$ cat src/design/hsvc_pkg.sv
`timescale 1ns / 1ps
package hsvc_pkg;

  localparam int ChanW      = 8;
  localparam int QuoW       = 8;
  localparam int NumerW     = 17;
  localparam int DenW       = 9;
  localparam int HueRegW    = 18;
  localparam int SatRegW    = 16;
  localparam int BoundW     = 9;
  localparam int MaxHueRegs = 7;

  // register index of the wall saturation window
  localparam logic [2:0] CfgSatWin = 3'd7;

  localparam logic [2:0] ClsWall    = 3'd0;
  localparam logic [2:0] ClsNoMatch = 3'd7;

  localparam logic [9:0] HalfTurn = 10'd180;
  localparam logic [8:0] HueBias  = 9'd60;

  localparam logic [MaxHueRegs-1:0][HueRegW-1:0] HueWinReset = {
    18'd3064, 18'd25625, 18'd64050, 18'd82045, 18'd12815, 18'd5125, 18'd92662
  };
  localparam logic [SatRegW-1:0] SatWinReset = 16'd20480;

  typedef struct packed {
    logic             grey;
    logic             black;
    logic [ChanW-1:0] value;
  } hsvc_ctl_t;

  typedef struct packed {
    logic [NumerW-1:0] sat_num;
    logic [DenW-1:0]   sat_den;
    logic [NumerW-1:0] hue_num;
    logic [DenW-1:0]   hue_den;
  } hsvc_div_t;

  typedef struct packed {
    logic [2:0]       color_class;
    logic [ChanW-1:0] hue;
    logic [ChanW-1:0] saturation;
    logic [ChanW-1:0] brightness;
  } hsvc_res_t;

endpackage

$ cat src/design/hsvc_prep.sv
`timescale 1ns / 1ps
module hsvc_prep (
  input  logic                  clk,
  input  logic                  rst_n,
  input  logic                  en,
  input  logic                  in_valid,
  input  logic [7:0]            red,
  input  logic [7:0]            green,
  input  logic [7:0]            blue,
  output logic                  out_valid,
  output hsvc_pkg::hsvc_ctl_t   out_ctl,
  output hsvc_pkg::hsvc_div_t   out_ops
);

  // stage 1: max, min and the signed hue numerator
  logic [7:0]  mx_nxt, mn_nxt, diff_nxt;
  logic [11:0] num_nxt;
  logic        s1_valid_r;
  logic [7:0]  mx_r, diff_r;
  logic [11:0] num_r;

  always_comb begin
    mx_nxt = red;
    mn_nxt = red;
    if (green > mx_nxt) mx_nxt = green;
    if (blue > mx_nxt) mx_nxt = blue;
    if (green < mn_nxt) mn_nxt = green;
    if (blue < mn_nxt) mn_nxt = blue;
    diff_nxt = mx_nxt - mn_nxt;
    if (mx_nxt == red) begin
      num_nxt = 12'(green) - 12'(blue);
    end else if (mx_nxt == green) begin
      num_nxt = 12'(blue) - 12'(red) + {3'b0, diff_nxt, 1'b0};
    end else begin
      num_nxt = 12'(red) - 12'(green) + {2'b0, diff_nxt, 2'b0};
    end
  end

  always_ff @(posedge clk) begin
    if (!rst_n) begin
      s1_valid_r <= 1'b0;
    end else if (en) begin
      s1_valid_r <= in_valid;
    end
  end

  always_ff @(posedge clk) begin
    if (en) begin
      mx_r   <= mx_nxt;
      diff_r <= diff_nxt;
      num_r  <= num_nxt;
    end
  end

  // stage 2: dividends and divisors for both quotients
  hsvc_pkg::hsvc_div_t ops_nxt, ops_r;
  hsvc_pkg::hsvc_ctl_t ctl_nxt, ctl_r;
  logic [18:0]         hue_sum;
  logic                s2_valid_r;

  always_comb begin
    // wraps in 19 bits; the true value is nonnegative and below 2^17
    hue_sum = {{7{num_r[11]}}, num_r} * 19'd60 + 19'(diff_r) * 19'd121;
    ops_nxt.sat_num = 17'(diff_r) * 17'd510 + 17'(mx_r);
    ops_nxt.sat_den = {mx_r, 1'b0};
    ops_nxt.hue_num = hue_sum[16:0];
    ops_nxt.hue_den = {diff_r, 1'b0};
    ctl_nxt.grey    = (diff_r == 8'd0);
    ctl_nxt.black   = (mx_r == 8'd0);
    ctl_nxt.value   = mx_r;
  end

  always_ff @(posedge clk) begin
    if (!rst_n) begin
      s2_valid_r <= 1'b0;
    end else if (en) begin
      s2_valid_r <= s1_valid_r;
    end
  end

  always_ff @(posedge clk) begin
    if (en) begin
      ops_r <= ops_nxt;
      ctl_r <= ctl_nxt;
    end
  end

  assign out_valid = s2_valid_r;
  assign out_ctl   = ctl_r;
  assign out_ops   = ops_r;

endmodule

$ cat src/design/hsvc_div.sv
`timescale 1ns / 1ps
module hsvc_div (
  input  logic                  clk,
  input  logic                  rst_n,
  input  logic                  en,
  input  logic                  in_valid,
  input  hsvc_pkg::hsvc_div_t   in_ops,
  input  hsvc_pkg::hsvc_ctl_t   in_ctl,
  output logic                  out_valid,
  output hsvc_pkg::hsvc_ctl_t   out_ctl,
  output logic [7:0]            out_sat_q,
  output logic [7:0]            out_hue_q
);

  // restoring division, one quotient bit per stage, both lanes side by side
  localparam int Steps = hsvc_pkg::QuoW;
  localparam int NW    = hsvc_pkg::NumerW;
  localparam int DW    = hsvc_pkg::DenW;

  logic                vld   [Steps+1];
  hsvc_pkg::hsvc_ctl_t ctl   [Steps+1];
  logic [NW-1:0]       rem_s [Steps];
  logic [NW-1:0]       rem_h [Steps];
  logic [DW-1:0]       den_s [Steps];
  logic [DW-1:0]       den_h [Steps];
  logic [Steps-1:0]    q_s   [Steps+1];
  logic [Steps-1:0]    q_h   [Steps+1];

  logic                vld_r   [Steps];
  hsvc_pkg::hsvc_ctl_t ctl_r   [Steps];
  logic [Steps-1:0]    q_s_r   [Steps];
  logic [Steps-1:0]    q_h_r   [Steps];

  assign vld[0]   = in_valid;
  assign ctl[0]   = in_ctl;
  assign rem_s[0] = in_ops.sat_num;
  assign rem_h[0] = in_ops.hue_num;
  assign den_s[0] = in_ops.sat_den;
  assign den_h[0] = in_ops.hue_den;
  assign q_s[0]   = '0;
  assign q_h[0]   = '0;

  for (genvar k = 0; k < Steps; k++) begin : g_step
    localparam int Sh = Steps - 1 - k;
    logic [NW-1:0] trial_s, trial_h;
    logic          take_s, take_h;

    assign trial_s = NW'(den_s[k]) << Sh;
    assign trial_h = NW'(den_h[k]) << Sh;
    assign take_s  = (rem_s[k] >= trial_s);
    assign take_h  = (rem_h[k] >= trial_h);

    always_ff @(posedge clk) begin
      if (!rst_n) begin
        vld_r[k] <= 1'b0;
      end else if (en) begin
        vld_r[k] <= vld[k];
      end
    end

    always_ff @(posedge clk) begin
      if (en) begin
        ctl_r[k] <= ctl[k];
        q_s_r[k] <= {q_s[k][Steps-2:0], take_s};
        q_h_r[k] <= {q_h[k][Steps-2:0], take_h};
      end
    end

    assign vld[k+1] = vld_r[k];
    assign ctl[k+1] = ctl_r[k];
    assign q_s[k+1] = q_s_r[k];
    assign q_h[k+1] = q_h_r[k];

    // the last stage leaves no remainder behind
    if (k < Steps - 1) begin : g_rem
      logic [NW-1:0] rem_s_r, rem_h_r;
      logic [DW-1:0] den_s_r, den_h_r;

      always_ff @(posedge clk) begin
        if (en) begin
          rem_s_r <= take_s ? (rem_s[k] - trial_s) : rem_s[k];
          rem_h_r <= take_h ? (rem_h[k] - trial_h) : rem_h[k];
          den_s_r <= den_s[k];
          den_h_r <= den_h[k];
        end
      end

      assign rem_s[k+1] = rem_s_r;
      assign rem_h[k+1] = rem_h_r;
      assign den_s[k+1] = den_s_r;
      assign den_h[k+1] = den_h_r;
    end
  end

  assign out_valid = vld[Steps];
  assign out_ctl   = ctl[Steps];
  assign out_sat_q = q_s[Steps];
  assign out_hue_q = q_h[Steps];

endmodule

$ cat src/design/hsvc_classify.sv
`timescale 1ns / 1ps
module hsvc_classify #(
  parameter int NUM_CLASSES = 7
) (
  input  logic                                          clk,
  input  logic                                          rst_n,
  input  logic                                          en,
  input  logic                                          in_valid,
  input  hsvc_pkg::hsvc_ctl_t                           in_ctl,
  input  logic [7:0]                                    in_sat_q,
  input  logic [7:0]                                    in_hue_q,
  input  logic [NUM_CLASSES-1:0][hsvc_pkg::HueRegW-1:0] hue_win,
  input  logic [hsvc_pkg::SatRegW-1:0]                  sat_win,
  output logic                                          out_valid,
  output hsvc_pkg::hsvc_res_t                           out_res
);

  localparam int BW = hsvc_pkg::BoundW;

  // stage A: remove the hue bias, wrap, and force grey and black cases
  logic [8:0] hue_diff, hue_wrap;
  logic [7:0] a_hue_nxt, a_sat_nxt;
  logic       a_valid_r;
  logic [7:0] a_hue_r, a_sat_r, a_val_r;

  always_comb begin
    hue_diff  = {1'b0, in_hue_q} - hsvc_pkg::HueBias;
    hue_wrap  = hue_diff[8] ? (hue_diff + hsvc_pkg::HalfTurn[8:0]) : hue_diff;
    a_hue_nxt = in_ctl.grey ? 8'd0 : hue_wrap[7:0];
    a_sat_nxt = in_ctl.black ? 8'd0 : in_sat_q;
  end

  always_ff @(posedge clk) begin
    if (!rst_n) begin
      a_valid_r <= 1'b0;
    end else if (en) begin
      a_valid_r <= in_valid;
    end
  end

  always_ff @(posedge clk) begin
    if (en) begin
      a_hue_r <= a_hue_nxt;
      a_sat_r <= a_sat_nxt;
      a_val_r <= in_ctl.value;
    end
  end

  // stage B: window tests, independent per class, later class wins
  logic [NUM_CLASSES-1:0] hit;
  logic                   sat_ok;
  logic [2:0]             cls_nxt;
  logic                   b_valid_r;
  hsvc_pkg::hsvc_res_t    res_r;

  assign sat_ok = (a_sat_r >= sat_win[7:0]) && (a_sat_r <= sat_win[15:8]);

  for (genvar c = 0; c < NUM_CLASSES; c++) begin : g_win
    logic signed [9:0] lo, hi, hv, hh;
    assign lo = 10'(signed'(hue_win[c][BW-1:0]));
    assign hi = 10'(signed'(hue_win[c][2*BW-1:BW]));
    assign hv = signed'({2'b00, a_hue_r});
    assign hh = (hv > hi) ? (hv - signed'(hsvc_pkg::HalfTurn)) : hv;
    assign hit[c] = (hh >= lo) && (hh <= hi);
  end

  always_comb begin
    cls_nxt = hsvc_pkg::ClsNoMatch;
    for (int c = 0; c < NUM_CLASSES; c++) begin
      if (hit[c]) begin
        if (c == 0) begin
          if (sat_ok) cls_nxt = hsvc_pkg::ClsWall;
        end else begin
          cls_nxt = 3'(c);
        end
      end
    end
  end

  always_ff @(posedge clk) begin
    if (!rst_n) begin
      b_valid_r <= 1'b0;
    end else if (en) begin
      b_valid_r <= a_valid_r;
    end
  end

  always_ff @(posedge clk) begin
    if (en) begin
      res_r.color_class <= cls_nxt;
      res_r.hue         <= a_hue_r;
      res_r.saturation  <= a_sat_r;
      res_r.brightness  <= a_val_r;
    end
  end

  assign out_valid = b_valid_r;
  assign out_res   = res_r;

endmodule

$ cat src/design/hsv_hue_range_color_classifier.sv
`timescale 1ns / 1ps
// RGB to HSV color classifier. Each transfer on the input stream carries one
// 8-bit RGB color; one result follows per color, in order, with the class code
// (0 wall, 1 orange, 2 yellow, 3 purple, 4 blue, 5 green, 6 red, 7 no match),
// hue in units of two degrees, saturation and brightness. The block takes one
// color per clock cycle while in_tready is high; results pass through the prep
// stages, the eight-stage restoring divider that forms the saturation and hue
// quotients one bit per stage, the classify stages and an output register with
// a one-entry skid stage, which keeps input accepted while one result waits;
// input stalls once the skid entry is full. Hue and saturation windows reset to
// their default colors and may be rewritten through the cfg port whenever the
// stream is idle; writes to an index beyond the window registers are ignored.
module hsv_hue_range_color_classifier #(
  parameter int NUM_CLASSES = 7
) (
  input  logic        clk,
  input  logic        rst_n,
  input  logic        in_tvalid,
  output logic        in_tready,
  input  logic [23:0] in_tdata,   // red[7:0], green[15:8], blue[23:16]
  output logic        out_tvalid,
  input  logic        out_tready,
  // color_class[2:0], hue[10:3], saturation[18:11], brightness[26:19], zero[31:27]
  output logic [31:0] out_tdata,
  input  logic        cfg_valid,
  output logic        cfg_ready,
  input  logic [2:0]  cfg_index,
  input  logic [17:0] cfg_data
);

  // window registers
  logic [NUM_CLASSES-1:0][hsvc_pkg::HueRegW-1:0] hue_win_r;
  logic [hsvc_pkg::SatRegW-1:0]                  sat_win_r;

  assign cfg_ready = 1'b1;

  always_ff @(posedge clk) begin
    if (!rst_n) begin
      for (int c = 0; c < NUM_CLASSES; c++) begin
        hue_win_r[c] <= hsvc_pkg::HueWinReset[c];
      end
      sat_win_r <= hsvc_pkg::SatWinReset;
    end else if (cfg_valid) begin
      for (int c = 0; c < NUM_CLASSES; c++) begin
        if (cfg_index == 3'(c)) hue_win_r[c] <= cfg_data;
      end
      if (cfg_index == hsvc_pkg::CfgSatWin) sat_win_r <= cfg_data[15:0];
    end
  end

  // pipeline
  logic                pipe_en;
  logic                prep_valid, div_valid, cls_valid;
  hsvc_pkg::hsvc_ctl_t prep_ctl, div_ctl;
  hsvc_pkg::hsvc_div_t prep_ops;
  logic [7:0]          sat_q, hue_q;
  hsvc_pkg::hsvc_res_t cls_res;

  hsvc_prep u_prep (
    .clk       (clk),
    .rst_n     (rst_n),
    .en        (pipe_en),
    .in_valid  (in_tvalid),
    .red       (in_tdata[7:0]),
    .green     (in_tdata[15:8]),
    .blue      (in_tdata[23:16]),
    .out_valid (prep_valid),
    .out_ctl   (prep_ctl),
    .out_ops   (prep_ops)
  );

  hsvc_div u_div (
    .clk       (clk),
    .rst_n     (rst_n),
    .en        (pipe_en),
    .in_valid  (prep_valid),
    .in_ops    (prep_ops),
    .in_ctl    (prep_ctl),
    .out_valid (div_valid),
    .out_ctl   (div_ctl),
    .out_sat_q (sat_q),
    .out_hue_q (hue_q)
  );

  hsvc_classify #(
    .NUM_CLASSES (NUM_CLASSES)
  ) u_classify (
    .clk       (clk),
    .rst_n     (rst_n),
    .en        (pipe_en),
    .in_valid  (div_valid),
    .in_ctl    (div_ctl),
    .in_sat_q  (sat_q),
    .in_hue_q  (hue_q),
    .hue_win   (hue_win_r),
    .sat_win   (sat_win_r),
    .out_valid (cls_valid),
    .out_res   (cls_res)
  );

  // output register plus skid stage
  logic                out_valid_r, out_valid_nxt;
  logic                skid_valid_r, skid_valid_nxt;
  hsvc_pkg::hsvc_res_t out_data_r, out_data_nxt;
  hsvc_pkg::hsvc_res_t skid_data_r, skid_data_nxt;
  logic                take, out_free;

  assign pipe_en   = !skid_valid_r;
  assign in_tready = pipe_en;
  assign take      = cls_valid && pipe_en;
  assign out_free  = !out_valid_r || out_tready;

  always_comb begin
    out_valid_nxt  = out_valid_r;
    out_data_nxt   = out_data_r;
    skid_valid_nxt = skid_valid_r;
    skid_data_nxt  = skid_data_r;
    if (out_free) begin
      if (skid_valid_r) begin
        // drain the skid entry first
        out_valid_nxt  = 1'b1;
        out_data_nxt   = skid_data_r;
        skid_valid_nxt = 1'b0;
      end else if (take) begin
        out_valid_nxt = 1'b1;
        out_data_nxt  = cls_res;
      end else begin
        out_valid_nxt = 1'b0;
      end
    end else if (take) begin
      // hold the result that cannot move on yet
      skid_valid_nxt = 1'b1;
      skid_data_nxt  = cls_res;
    end
  end

  always_ff @(posedge clk) begin
    if (!rst_n) begin
      out_valid_r  <= 1'b0;
      skid_valid_r <= 1'b0;
    end else begin
      out_valid_r  <= out_valid_nxt;
      skid_valid_r <= skid_valid_nxt;
    end
  end

  always_ff @(posedge clk) begin
    out_data_r  <= out_data_nxt;
    skid_data_r <= skid_data_nxt;
  end

  assign out_tvalid = out_valid_r;
  assign out_tdata  = {5'b0, out_data_r.brightness, out_data_r.saturation,
                       out_data_r.hue, out_data_r.color_class};

  a_skid_needs_out: assert property (@(posedge clk) disable iff (!rst_n)
    skid_valid_r |-> out_valid_r)
    else $error("skid entry held while output register empty");

  a_stall_to_skid: assert property (@(posedge clk) disable iff (!rst_n)
    (out_valid_r && !out_tready && take) |=> skid_valid_r)
    else $error("result arriving under stall was not held in skid");

  a_black_zero: assert property (@(posedge clk) disable iff (!rst_n)
    (out_valid_r && out_data_r.brightness == 8'd0) |->
      (out_data_r.saturation == 8'd0 && out_data_r.hue == 8'd0))
    else $error("black color with nonzero hue or saturation");

  a_hue_range: assert property (@(posedge clk) disable iff (!rst_n)
    out_valid_r |-> (out_data_r.hue < 8'd180))
    else $error("hue out of range");

endmodule

$ cat config.mk
export PLATFORM = sky130hd
export DESIGN_NAME = hsv_hue_range_color_classifier
export DESIGN_NICKNAME = d
export VERILOG_FILES = /design/src/design/hsvc_pkg.sv /design/src/design/hsvc_prep.sv /design/src/design/hsvc_div.sv /design/src/design/hsvc_classify.sv /design/src/design/hsv_hue_range_color_classifier.sv
export SDC_FILE = /design/constraint.sdc
export NUM_CORES = 2
export LEC_CHECK = 0
export BUFFER_PORTS_ARGS = -buffer_cell sky130_fd_sc_hd__buf_2
export CAP_MARGIN = 20
export CORE_ASPECT_RATIO = 1.2
export CORE_UTILIZATION = 50
export DETAILED_ROUTE_END_ITERATION = 10
export PLACE_DENSITY = 0.74
export RECOVER_POWER = 50
export SLEW_MARGIN = 20
export SYNTH_ARGS = -nofsm -noshare
export SYNTH_HDL_FRONTEND = slang
export SYNTH_SLANG_ARGS = --single-unit
$ cat constraint.sdc
create_clock -name clk -period 39.7 [get_ports clk]
set_input_delay 7.94 -clock clk [delete_from_list [all_inputs] [get_ports clk]]
set_output_delay 7.94 -clock clk [all_outputs]
set_load 0.05 [all_outputs]
==> out/metrics.csv <==
stage;metric;value;unit
outcome;status;complete, but fails checks;
outcome;failing checks;max-capacitance violations, max-slew violations;
worst_setup_path;Reg2Reg Depth;3;
global_routing;largest net degree at the start of global routing;174;
worst_hold_path;Hold Crit Start;u_div.q_h_r[0][18];
yosys;Yosys reg bits;763;
detailed_routing;Post-DRT Antenna Nets;0;
finish;filler instances;7528;
timing;Setup Viol. Count Final;0;
finish;nets@finish;4914;
timing;final hold vios;0;
yosys;count leader, synth;edfxtp_1;
cts;Post-CTS Hold Fix Bufs;0;
timing;clk_skew;0.0362;ns
timing;setup total negative slack;0;ns
global_routing;GRT Total Usage;22.0;%
worst_setup_path;worst reg-to-reg setup slack;29.49;ns
worst_setup_path;CP Max Fanout;24;
worst_hold_path;WHS Path Cells;0;
detailed_routing;final wirelength;101000;microns
detailed_routing;First DRT Iteration DRCs;1956;
worst_setup_path;start point of the critical path;in_tdata[14];
yosys;Mapped Cells;4227;
timing;Final Slew Violations;512;
cts;number of CTS-inserted buffers;77;
cts;CTS tree;yes;
finish;ratio of cells with drive above 1 in the final layout;6.61;%
placement;placed cells;5387;
detailed_routing;DRC violations left;0;
yosys;main flop type after synthesis;edfxtp_1;
worst_hold_path;Hold Crit Class;register to register;
timing;normalized max-slew margin;-492;%
yosys;Synth area leader;edfxtp_1;
finish;Synth-to-Final Area Change;9.35;%
cts;setup bufs post-CTS;0;
timing;RSZ-0062 raised after global routing;no;
die;die area;0.0918;sq mm
timing;Max Freq;63.8;MHz
worst_setup_path;Worst setup EP type;register;
cts;TritonCTS Sinks;763;
die;die height;332;microns
cts;Worst-path clk slew;0.07;ns
timing;worst-margin pin slew;8.88;ns
yosys;Yosys warning count;0;
global_routing;first-pass GRT wire length;160000;microns
global_routing;vias in the first global route;30400;
cts;H-tree Lvls;3;
worst_setup_path;critical path data arrival time;16.05;ns
timing;crit path time final;15.68;ns
timing;final worst path period share;39.5;%
cts;CTS root buffer;clkbuf_16;
die;Initial Utilization;50.6;%
cts;post_cts resized;0;
die;IO Pins;85;
detailed_routing;DR pass1 iterations;5;
worst_setup_path;CP required;40.08;ns
yosys;asr flop ratio synth;0;%
yosys;Cell variety after synth;91;
detailed_routing;routed vias/inst;5.51;
global_routing;gr ovfl total;0;
placement;port bufs;78;
placement;Placer Congestion;0.937;
worst_setup_path;crit path kind;primary input to register;
finish;post-route insts no fill;5531;
yosys;most frequent cells after synthesis;614 x edfxtp_1, 509 x inv_1, 467 x ha_1;
yosys;Post-synth EDFFs;614;
placement;detailed placement HPWL;74000;microns
cts;Max clock buf depth;3;
yosys;post-synthesis area per instance;10.7;sq um
yosys;Seq/Total Area, Yosys;47.3;%
die;row cnt;120;
yosys;Post-Syn Area;0.0453;sq mm
yosys;post-synth top area share;40.7;%
worst_setup_path;CP startpoint kind;primary input;
detailed_routing;routed vias;30500;
cts;clk_lat worst skew;0.64;ns
global_routing;initial antenna violation count;7;
run;Max-cap violations;9;
detailed_routing;WL/cell;18.3;microns
worst_setup_path;worst r2r src;skid_valid_r;
yosys;top cells by area, synth;edfxtp_1 41%, ha_1 13%, dfxtp_1 6.6%, inv_1 4.2%, fa_1 4.0%;
die;width of the chip;277;microns
die;core area;0.0895;sq mm
==> worst max-delay path: stages <==
cell and delay [ns]:
buf_2 0.15, inv_1 0.11, ha_1 0.40, and3_1 0.31
a221o_1 0.57, nor2_2 0.18, nor2_1 0.50, a21oi_1 0.25
ha_1 0.35, and4_1 0.20, o21ai_0 0.14, a32oi_1 0.22
nand3_1 0.70, a211oi_1 0.59, a21oi_1 0.08, ha_1 0.26
o31ai_1 0.57, xor2_1 0.37, ha_1 0.33, a21oi_1 0.33
a211oi_1 0.07, a2111oi_0 0.42, a211oi_1 0.13, o311ai_1 0.34
a211oi_1 0.12, a311oi_1 0.33, a211oi_2 0.06
==> logic make-up (layout without fill, tap and decap cells) <==
group	after synthesis	in the layout	synth area share, %
other	2	8	0.0166
AOI/OAI and AO/OA	873	873	12.5
DFF	763	763	47.3
muxes	58	58	1.40
and+or+nand+nor	1120	1120	12.0
xor gates and xnor gates	235	235	4.58
buffers and inverters	618	757	5.33
adders and majority gates	558	558	16.9
==> cell type report <==
| cell class | instances | area (sq um) | area share (%) |
|---|---|---|---|
| Clock inverter | 49 | 634 | 1.28 |
| Inverter | 509 | 1910 | 3.86 |
| Antenna cell | 2 | 5.00 | 0.0101 |
| Sequential cell | 763 | 21400 | 43.3 |
| Timing Repair Buffer | 106 | 558 | 1.13 |
| Tap cell | 1159 | 1450 | 2.93 |
| Clock buffer | 93 | 2050 | 4.15 |
| Multi-Input combinational cell | 2850 | 21500 | 43.4 |
==> state kept, by name (all words and copies together), names as in the netlist, 16 cells and up <==
name,cells
u_prep.out_ops,47
u_div.ctl_r,31
skid_data_r,27
u_classify.out_res,27
u_div.q_h_r,36
u_div.g_step.g_rem.den_s_r,42
out_tdata,27
hue_win_r,126
sat_win_r,16
u_div.g_step.g_rem.rem_h_r,119
u_div.g_step.g_rem.den_h_r,42
u_div.g_step.g_rem.rem_s_r,119
u_div.q_s_r,36
==> metrics by stage <==
stage / setup WS, ns / cell area (sq um) / hold slack, ns / utilization (%)
after global placement: 23.55 / 46900 / 0.400 / 52.4
after CTS: 24.23 / 49600 / 0.415 / 55.4
after global routing: 23.43 / 49500 / 0.419 / 55.3
after floorplan: 20.07 / 45300 / 0.400 / -
after detailed placement: 23.53 / 46900 / 0.405 / 52.4
final: 24.02 / 49500 / 0.412 / 55.3
==> cells in the final DEF, fill, tap and decap left out, types with 27 or more instances in the layout <==
| master | count |
|---|---|
| inv_1 | 508 |
| o21ai_0 | 176 |
| edfxtp_1 | 614 |
| xnor2_1 | 140 |
| ha_1 | 467 |
| a21oi_1 | 250 |
| o21a_1 | 27 |
| nor3_1 | 56 |
| a21o_1 | 114 |
| mux2_2 | 38 |
| clkbuf_16 | 79 |
| dfxtp_1 | 149 |
| a21boi_0 | 100 |
| buf_2 | 77 |
| fa_1 | 90 |
| nand3_1 | 47 |
| nor4_1 | 29 |
| nand4_1 | 69 |
| nor2b_1 | 94 |
| o211ai_1 | 56 |
| nand2_1 | 369 |
| nand2b_1 | 88 |
| xor2_1 | 94 |
| nor2_1 | 249 |
==> routing by layer <==
layer / track usage [%] / part of all wire (%) / routed length (microns)
met1: 25.9 / 41 / 41700
met2: 40.1 / 51 / 51500
met3: 3.24 / 4.3 / 4380
met4: 8.62 / 3.6 / 3680
met5: 0 / 0.064 / 65
==> final timing paths <==
check / to
worst min-delay path: u_div.q_h_r[0][27]
worst min register to register: u_div.q_h_r[0][27]
worst max-delay path: u_prep.num_r[10]
worst max register to register: u_div.g_step[3].g_rem.rem_s_r[6]
Power is left out: the tool's default activity adds up to more than one toggle a clock period on the data nets, which glitch-free logic cannot reach.
